==> config.mk <==
export PLATFORM = sky130hd
export DESIGN_NAME = mld_ctrl
export DESIGN_NICKNAME = d
export VERILOG_FILES = /design/src/mouse_look_direction_defines.svh /design/src/mld_pkg.sv /design/src/mld_ctrl.sv
export SDC_FILE = /design/constraint.sdc
export NUM_CORES = 1
export LEC_CHECK = 0
export BUFFER_PORTS_ARGS = -buffer_cell sky130_fd_sc_hd__clkbuf_2
export CAP_MARGIN = 5
export CORE_MARGIN = 1.5
export CORE_UTILIZATION = 47
export CTS_CLUSTER_SIZE = 14
export DETAILED_ROUTE_END_ITERATION = 7
export PLACE_DENSITY = 0.82
export SLEW_MARGIN = 20
export SYNTH_ARGS = -nofsm -noshare
export SYNTH_HDL_FRONTEND = slang
export SYNTH_SLANG_ARGS = --single-unit
==> constraint.sdc <==
create_clock -name clk -period 1.46 [get_ports clk]
set_input_delay 0.219 -clock clk [delete_from_list [all_inputs] [get_ports clk]]
set_output_delay 0.219 -clock clk [all_outputs]
set_load 0.03 [all_outputs]
==> src/mouse_look_direction_defines.svh <==
// Assertion macros for the mouse-look direction block.
// Included by files that carry concurrent assertions; no other dependencies.
`ifndef MOUSE_LOOK_DIRECTION_DEFINES_SVH
`define MOUSE_LOOK_DIRECTION_DEFINES_SVH

`ifndef SYNTHESIS
`define MLD_ASSERT_IMP(label, clk, rst_n, ante, cons) \
	label: assert property (@(posedge clk) disable iff (!rst_n) (ante) |-> (cons)) \
		else $error("mouse_look_direction assertion failed");
`define MLD_ASSERT_NEXT(label, clk, rst_n, ante, cons) \
	label: assert property (@(posedge clk) disable iff (!rst_n) (ante) |=> (cons)) \
		else $error("mouse_look_direction assertion failed");
`else
`define MLD_ASSERT_IMP(label, clk, rst_n, ante, cons)
`define MLD_ASSERT_NEXT(label, clk, rst_n, ante, cons)
`endif

`endif

==> src/mld_pkg.sv <==
// Shared types, constants and the CORDIC arctangent table for mouse_look_direction.
// No dependencies.
package mld_pkg;

	localparam int ANGLE_FRAC_BITS = 16;
	localparam int YAW_W           = 25;
	localparam int PITCH_W         = 24;
	localparam int SENS_W          = 16;
	localparam int LIMIT_W         = 23;
	localparam int CFG_DATA_W      = 23;
	localparam int CFG_INDEX_W     = 2;
	localparam int ATAN_IDX_W      = 5;
	localparam int XY_W            = 32;
	localparam int XY_FRAC         = 30;
	localparam int Z_W             = 34;
	localparam int Z_FRAC          = 24;

	localparam int DEG90  = 90 <<< ANGLE_FRAC_BITS;
	localparam int DEG180 = 180 <<< ANGLE_FRAC_BITS;
	localparam int DEG360 = 360 <<< ANGLE_FRAC_BITS;

	localparam int YAW_RESET   = -(90 <<< ANGLE_FRAC_BITS);
	localparam int SENS_RESET  = 3277;
	localparam int LIMIT_RESET = 89 <<< ANGLE_FRAC_BITS;

	localparam logic signed [XY_W-1:0] CORDIC_INV_GAIN = 32'sd652032874;
	localparam logic signed [Z_W-1:0]  NINETY_Z        = Z_W'(64'sd90 <<< Z_FRAC);

	typedef enum logic [CFG_INDEX_W-1:0] {
		CFG_SENSITIVITY = 2'd0,
		CFG_PITCH_LIMIT = 2'd1
	} mld_cfg_idx_t;

	typedef struct packed {
		logic [SENS_W-1:0]  sensitivity;
		logic [LIMIT_W-1:0] pitch_limit;
	} mld_cfg_t;

	typedef enum logic [3:0] {
		OP_NONE,
		OP_LOAD,
		OP_SCALE_X,
		OP_SCALE_Y,
		OP_SAT_Y,
		OP_ANGLE,
		OP_CORDIC_YAW,
		OP_CORDIC_PITCH,
		OP_CORDIC_STEP,
		OP_SAVE_YAW,
		OP_SAVE_PITCH,
		OP_MUL_X,
		OP_MUL_Z,
		OP_ROUND_X,
		OP_ROUND_Y,
		OP_ROUND_Z
	} mld_op_t;

	typedef struct packed {
		mld_op_t                 op;
		logic [ATAN_IDX_W-1:0]   step;
		logic                    publish;
	} mld_cmd_t;

	typedef enum logic [4:0] {
		ST_IDLE,
		ST_SCALE_X,
		ST_SCALE_Y,
		ST_SAT_Y,
		ST_ANGLE,
		ST_YAW_INIT,
		ST_YAW_ITER,
		ST_YAW_SAVE,
		ST_PITCH_INIT,
		ST_PITCH_ITER,
		ST_PITCH_SAVE,
		ST_MUL_X,
		ST_ROUND_X,
		ST_MUL_Z,
		ST_ROUND_Z,
		ST_ROUND_Y,
		ST_PUBLISH
	} mld_state_t;

	// atan(2^-i) in degrees, Q24
	function automatic logic signed [31:0] atan_q24(input logic [ATAN_IDX_W-1:0] i);
		case (i)
			5'd0:    atan_q24 = 32'sd754974720;
			5'd1:    atan_q24 = 32'sd445687602;
			5'd2:    atan_q24 = 32'sd235489088;
			5'd3:    atan_q24 = 32'sd119537938;
			5'd4:    atan_q24 = 32'sd60000934;
			5'd5:    atan_q24 = 32'sd30029717;
			5'd6:    atan_q24 = 32'sd15018523;
			5'd7:    atan_q24 = 32'sd7509720;
			5'd8:    atan_q24 = 32'sd3754917;
			5'd9:    atan_q24 = 32'sd1877466;
			5'd10:   atan_q24 = 32'sd938734;
			5'd11:   atan_q24 = 32'sd469367;
			5'd12:   atan_q24 = 32'sd234684;
			5'd13:   atan_q24 = 32'sd117342;
			5'd14:   atan_q24 = 32'sd58671;
			5'd15:   atan_q24 = 32'sd29335;
			5'd16:   atan_q24 = 32'sd14668;
			5'd17:   atan_q24 = 32'sd7334;
			5'd18:   atan_q24 = 32'sd3667;
			5'd19:   atan_q24 = 32'sd1833;
			5'd20:   atan_q24 = 32'sd917;
			5'd21:   atan_q24 = 32'sd458;
			5'd22:   atan_q24 = 32'sd229;
			5'd23:   atan_q24 = 32'sd115;
			default: atan_q24 = 32'sd0;
		endcase
	endfunction

endpackage

==> src/mld_ctrl.sv <==
// Sequencer for mouse_look_direction: steps the datapath through one transaction.
// Depends on mld_pkg.
module mld_ctrl #(
	parameter int CORDIC_STEPS = 16
) (
	input  logic              clk,
	input  logic              arst_n,
	input  logic              in_valid,
	output logic              in_ready,
	output logic              out_valid,
	input  logic              out_ready,
	output mld_pkg::mld_cmd_t cmd
);
	import mld_pkg::*;

	localparam int STEP_W = (CORDIC_STEPS > 1) ? $clog2(CORDIC_STEPS) : 1;
	localparam logic [STEP_W-1:0] LAST_STEP = STEP_W'(CORDIC_STEPS - 1);

	mld_state_t        state_q, state_d;
	logic [STEP_W-1:0] cnt_q;
	logic              out_valid_q;

	always_ff @(posedge clk or negedge arst_n) begin
		if (!arst_n) begin
			state_q     <= ST_IDLE;
			cnt_q       <= '0;
			out_valid_q <= 1'b0;
		end else begin
			state_q     <= state_d;
			out_valid_q <= cmd.publish | (out_valid_q & ~out_ready);
			if (cmd.op == OP_CORDIC_YAW || cmd.op == OP_CORDIC_PITCH) begin
				cnt_q <= '0;
			end else if (cmd.op == OP_CORDIC_STEP) begin
				cnt_q <= cnt_q + STEP_W'(1);
			end
		end
	end

	always_comb begin
		state_d     = state_q;
		in_ready    = 1'b0;
		cmd.op      = OP_NONE;
		cmd.step    = ATAN_IDX_W'(cnt_q);
		cmd.publish = 1'b0;
		case (state_q)
			ST_IDLE: begin
				in_ready = 1'b1;
				if (in_valid) begin
					cmd.op  = OP_LOAD;
					state_d = ST_SCALE_X;
				end
			end
			ST_SCALE_X: begin
				cmd.op  = OP_SCALE_X;
				state_d = ST_SCALE_Y;
			end
			ST_SCALE_Y: begin
				cmd.op  = OP_SCALE_Y;
				state_d = ST_SAT_Y;
			end
			ST_SAT_Y: begin
				cmd.op  = OP_SAT_Y;
				state_d = ST_ANGLE;
			end
			ST_ANGLE: begin
				cmd.op  = OP_ANGLE;
				state_d = ST_YAW_INIT;
			end
			ST_YAW_INIT: begin
				cmd.op  = OP_CORDIC_YAW;
				state_d = ST_YAW_ITER;
			end
			ST_YAW_ITER: begin
				cmd.op = OP_CORDIC_STEP;
				if (cnt_q == LAST_STEP) begin
					state_d = ST_YAW_SAVE;
				end
			end
			ST_YAW_SAVE: begin
				cmd.op  = OP_SAVE_YAW;
				state_d = ST_PITCH_INIT;
			end
			ST_PITCH_INIT: begin
				cmd.op  = OP_CORDIC_PITCH;
				state_d = ST_PITCH_ITER;
			end
			ST_PITCH_ITER: begin
				cmd.op = OP_CORDIC_STEP;
				if (cnt_q == LAST_STEP) begin
					state_d = ST_PITCH_SAVE;
				end
			end
			ST_PITCH_SAVE: begin
				cmd.op  = OP_SAVE_PITCH;
				state_d = ST_MUL_X;
			end
			ST_MUL_X: begin
				cmd.op  = OP_MUL_X;
				state_d = ST_ROUND_X;
			end
			ST_ROUND_X: begin
				cmd.op  = OP_ROUND_X;
				state_d = ST_MUL_Z;
			end
			ST_MUL_Z: begin
				cmd.op  = OP_MUL_Z;
				state_d = ST_ROUND_Z;
			end
			ST_ROUND_Z: begin
				cmd.op  = OP_ROUND_Z;
				state_d = ST_ROUND_Y;
			end
			ST_ROUND_Y: begin
				cmd.op  = OP_ROUND_Y;
				state_d = ST_PUBLISH;
			end
			ST_PUBLISH: begin
				if (!out_valid_q || out_ready) begin
					cmd.publish = 1'b1;
					state_d     = ST_IDLE;
				end
			end
			default: begin
				state_d = ST_IDLE;
			end
		endcase
	end

	assign out_valid = out_valid_q;

endmodule

# After elaboration in Yosys (flattened, before gate mapping)
# Cells that the tools add are included.
# Widths: inputs -> output; s select.
[word_totals] reg_bits=10 input_bits=4 word_cells=50
[classes] n_addsub=1 eq_ne=24 mux=12 bitwise=3 reduce_logical=7
[ops] cell="$pmux 5 s17" n=1
[ops] cell="$pmux 4 s15" n=1
[ops] cell="$eq 5x4->1 const B" n=8
[ops] cell="$eq 5x3->1 const B" n=4
[ops] cell="$mux 5" n=4
[ops] cell="$eq 5x2->1 const B" n=2
[ops] cell="$eq 4x3->1 const B" n=2
[ops] cell="$eq 4x4->1 const B" n=2
[ops] cell="$mux 4" n=2
[ops] cell="$ne 2x2->1 const B" n=4
[ops] cell="$eq 5x1->1 const B" n=1
[ops] cell="$eq 5x5->1 const B" n=1
[ops] cell="$logic_not 5->1" n=1
[ops] cell="$add 4x1->4 const B" n=1
[ops] cell="$mux 1" n=4
[ops] cell="$reduce_and 4->1" n=1
[ops] cell="$logic_or 1x1->1" n=2
[ops] cell="$reduce_bool 2->1" n=1
[ops] cell="$reduce_or 2->1" n=1
[ops] cell="$and 1x1->1" n=1
[ops] cell="$logic_not 1->1" n=1
[ops] cell="$not 1->1" n=1
[ops] cell="$or 1x1->1" n=1

# Depth between registers and ports, before layout
[depth] ltp_word=6 ltp_mapped=5

# Worst setup path after synthesis
# No wires, ideal clock.
[synth_timing] kind="register to output" from="reg state_q[3]" to="out cmd[6] (netlist name)" t_arrival_ns=2.391 setup_slack_ns=-1.150 path_stages_with_launch=6 n_path_buf=2 path_cell_list="dfrtp_1 > buf_4 > buf_2 > nand2_1 > o21ai_0 > a2111oi_0"
[synth_rtl] element="start: declaration" line="mld_ctrl.sv:19" source="mld_state_t state_q, state_d;"
[synth_rtl] element="start signal: assignment" line="mld_ctrl.sv:29" source="state_q <= state_d;"
[synth_rtl] element="end: declaration" line="mld_ctrl.sv:12" source="output mld_pkg::mld_cmd_t cmd"

==> flow_summary.json <==
{
  "synth_edf_count": 0,
  "critPathKind": "flop to output port",
  "syn2layout_area_growth_pct": 76.39,
  "n_antenna_cell": 0,
  "crit_arrival_ns": 1.66,
  "grt_max_degree": 12,
  "fin_crit_ns": 1.883,
  "finalWeightedCongestion": 0.7398,
  "antenna_found_initial": 0,
  "async_flop_share": 1.000,
  "p_per_area_nw_per_um2": 2585,
  "hold_viol": 0,
  "drive_gt1_frac": 0.6090,
  "setup_viol": 11,
  "finalMaxSlewViolations": 0,
  "postRouteAntennaNets": 0,
  "synth_cell_types": 40,
  "seq_area_frac_synth": 0.3279,
  "fill_cells": 67,
  "cp-end-kind": "output port",
  "rr_worst_depth": 5,
  "timing.critical_path.mode_cell": "buf_6",
  "whs_ns": 0.2991,
  "path_cells": "buf_6 > nor2b_4 > buf_6 > a2111oi_4 > clkbuf_8",
  "die_area_um2": 1874,
  "synth_flop_cell": "dfrtp_1",
  "drtPass1Iterations": 4,
  "dp_hpwl_um": 1496,
  "setup_slack_ns": -0.4226,
  "finalCoreUtilization": 0.8937,
  "ff_latch_area_um2": 256.5,
  "crit_slowest_cell": "dfrtp_2",
  "cts_buffers": 3,
  "max_stage_delay_ns": 0.44,
  "synth.largest_area_cell": "dfrtp_1",
  "p_leak_uw": 0.0005779,
  "grt_pass1_wl_um": 3864,
  "yosys-top-cells-area": "dfrtp_1 33%, o21ai_0 3.9%, and4bb_2 3.3%, nor3_1 3.3%, a211oi_1 3.0%",
  "fin_nets": 139,
  "grt_use_met2": 0.5104,
  "final_common_cell": "buf_4",
  "finish.instance_area_um2": 1346,
  "grt_pass1_vias": 868,
  "violations": "negative setup slack",
  "wire_per_inst_um": 18.35,
  "dp_cells": 133,
  "ys_ff_latch": 10,
  "cts_root_buf": "clkbuf_4",
  "status": "complete, but fails checks",
  "hold_class": "input pin to flop",
  "ys.warnings.count": 0,
  "vias": 915,
  "rsz0062_at_grt": "yes",
  "busiest_layer": "met2",
  "drc_errors": 0,
  "clock.fmax_mhz": 531.2,
  "cts.clk_slew.worst_paths_ns": 0.07,
  "period_share": 1.289,
  "numPortBuffers": 14,
  "synth_top_area_frac": 0.3279,
  "peakVddDrop_v": 0.001667,
  "fp.dieW_um": 43.30,
  "coreArea_um2": 1506,
  "mostFrequentLayoutCells": "26 x buf_4, 8 x clkbuf_2, 7 x buf_6",
  "multi_input_area_um2": 624.3,
  "avgSynthCellArea_um2": 8.480,
  "htree_num_levels": 1,
  "gr-total-overflow": 0,
  "cap_violations": 0,
  "tritoncts": "yes",
  "start_kind": "flop",
  "wl_um": 2734,
  "grt_usage": 0.2868,
  "cts.sinks": 10,
  "finClkSkew_ns": 0.01505,
  "fin_cells": 149,
  "syn_inst": 90,
  "crit_path_max_fanout": 4,
  "start_util": 0.5066,
  "clk_latency_ns": 0.27,
  "cts.path.max_buffers": 2,
  "first_iter_violations": 28,
  "placed_area_um2": 1087,
  "rows": 14,
  "dieHeight_um": 43.30,
  "grt_use_met3": 0.07234,
  "cp.required_ns": 1.24,
  "grtUsageMet1": 0.3093,
  "whs_path_depth": 3,
  "via_per_inst": 6.141,
  "synth_area_um2": 763.2,
  "syn-num-nets": 95,
  "num_io_pins": 16
}
## cell type report
cell class | count | area share
Multi-Input combinational cell | 66 | 0.4638
Clock buffer | 4 | 0.01952
Sequential cell | 10 | 0.1905
Inverter | 6 | 0.01673
Tap cell | 16 | 0.01487
Timing Repair Buffer | 47 | 0.2946
## layer usage
| metal | wire (um) | vias up |
|---|---|---|
| met5 | 0 | - |
| met4 | 46 | 0 |
| met3 | 135 | 8 |
| met2 | 1440 | 42 |
| met1 | 1111 | 448 |
| li1 | - | 417 |
## state kept, by name (all words and copies together), names as in the netlist
register,flops
state_q,5
out_valid,1
cnt_q,4
## cells in the mapped netlist (2+ instances only)
cell type  count
nand2b_1       3
nand3_1        3
clkbuf_1       2
a211oi_1       3
buf_2          3
nor2b_1        2
or3_1          2
nor2_1         6
o21ai_0        6
a21oi_1        4
nand2_1        4
nor3_1         5
buf_4          2
dfrtp_1       10
nand4bb_1      2
and4bb_2       2
a2111oi_1      2
inv_1          6
a2111oi_0      2
## through the flow
step / setup slack, ns / TNS (ns) / total power [uW]
2_1_floorplan: -0.03510 / -0.1029 / 1955
3_3_place_gp: -0.1298 / -0.5846 / 2419
3_5_place_dp: -0.2160 / -1.058 / 2487
4_1_cts: -0.3385 / -2.387 / 3048
5_1_grt: -0.4621 / -3.471 / 3648
6_report: -0.4226 / -2.985 / 3481
## repair_timing
| action | CTS | global route |
|---|---|---|
| hold buffers | 1 | 0 |
| gates resized for setup | 21 | 16 |
| hold endpoints to repair | 10 | 0 |
| pin swaps | 3 | 4 |
| setup endpoints to repair | 11 | 11 |
| setup buffers | 3 | 8 |
## path summary, 6_finish.rpt
check	startpoint	to	slack, ns
worst max register to register	state_q[1]	cnt_q[3]	-0.23
worst max-delay path	state_q[0]	cmd[6]	-0.42
worst min-delay path	out_ready	out_valid	0.30
min in group asynchronous	arst_n	cnt_q[3]	0.35
max in group asynchronous	arst_n	state_q[2]	0.86
worst min register to register	cnt_q[1]	cnt_q[1]	0.62
## critical path: cells and delay by family, from the launching register on
family,cells,cell delay (ns)
DFF,1,0.44
buffers and inverters,3,0.47
and+or+nand+nor,1,0.12
AOI/OAI and AO/OA,1,0.35
## cells by family (layout without fill, tap and decap cells)
family | count (synthesis) | in the layout | synth area share
AO/OA/AOI/OAI | 22 | 22 | 0.2066
XOR/XNOR | 2 | 2 | 0.02296
adder cells (fa/ha/maj) | 1 | 1 | 0.01639
buffers and inverters | 14 | 57 | 0.08359
flip-flops | 10 | 10 | 0.3279
multiplexers | 1 | 1 | 0.01312
other | 1 | 1 | 0.004913
AND/OR/NAND/NOR | 39 | 39 | 0.3246
## report_power, final
part,internal (uW),switching [uW]
Combinational,1390,1320
Sequential,385,187
Clock,105,97.0
Total,1880,1600
(Power assumes the default switching activity.)
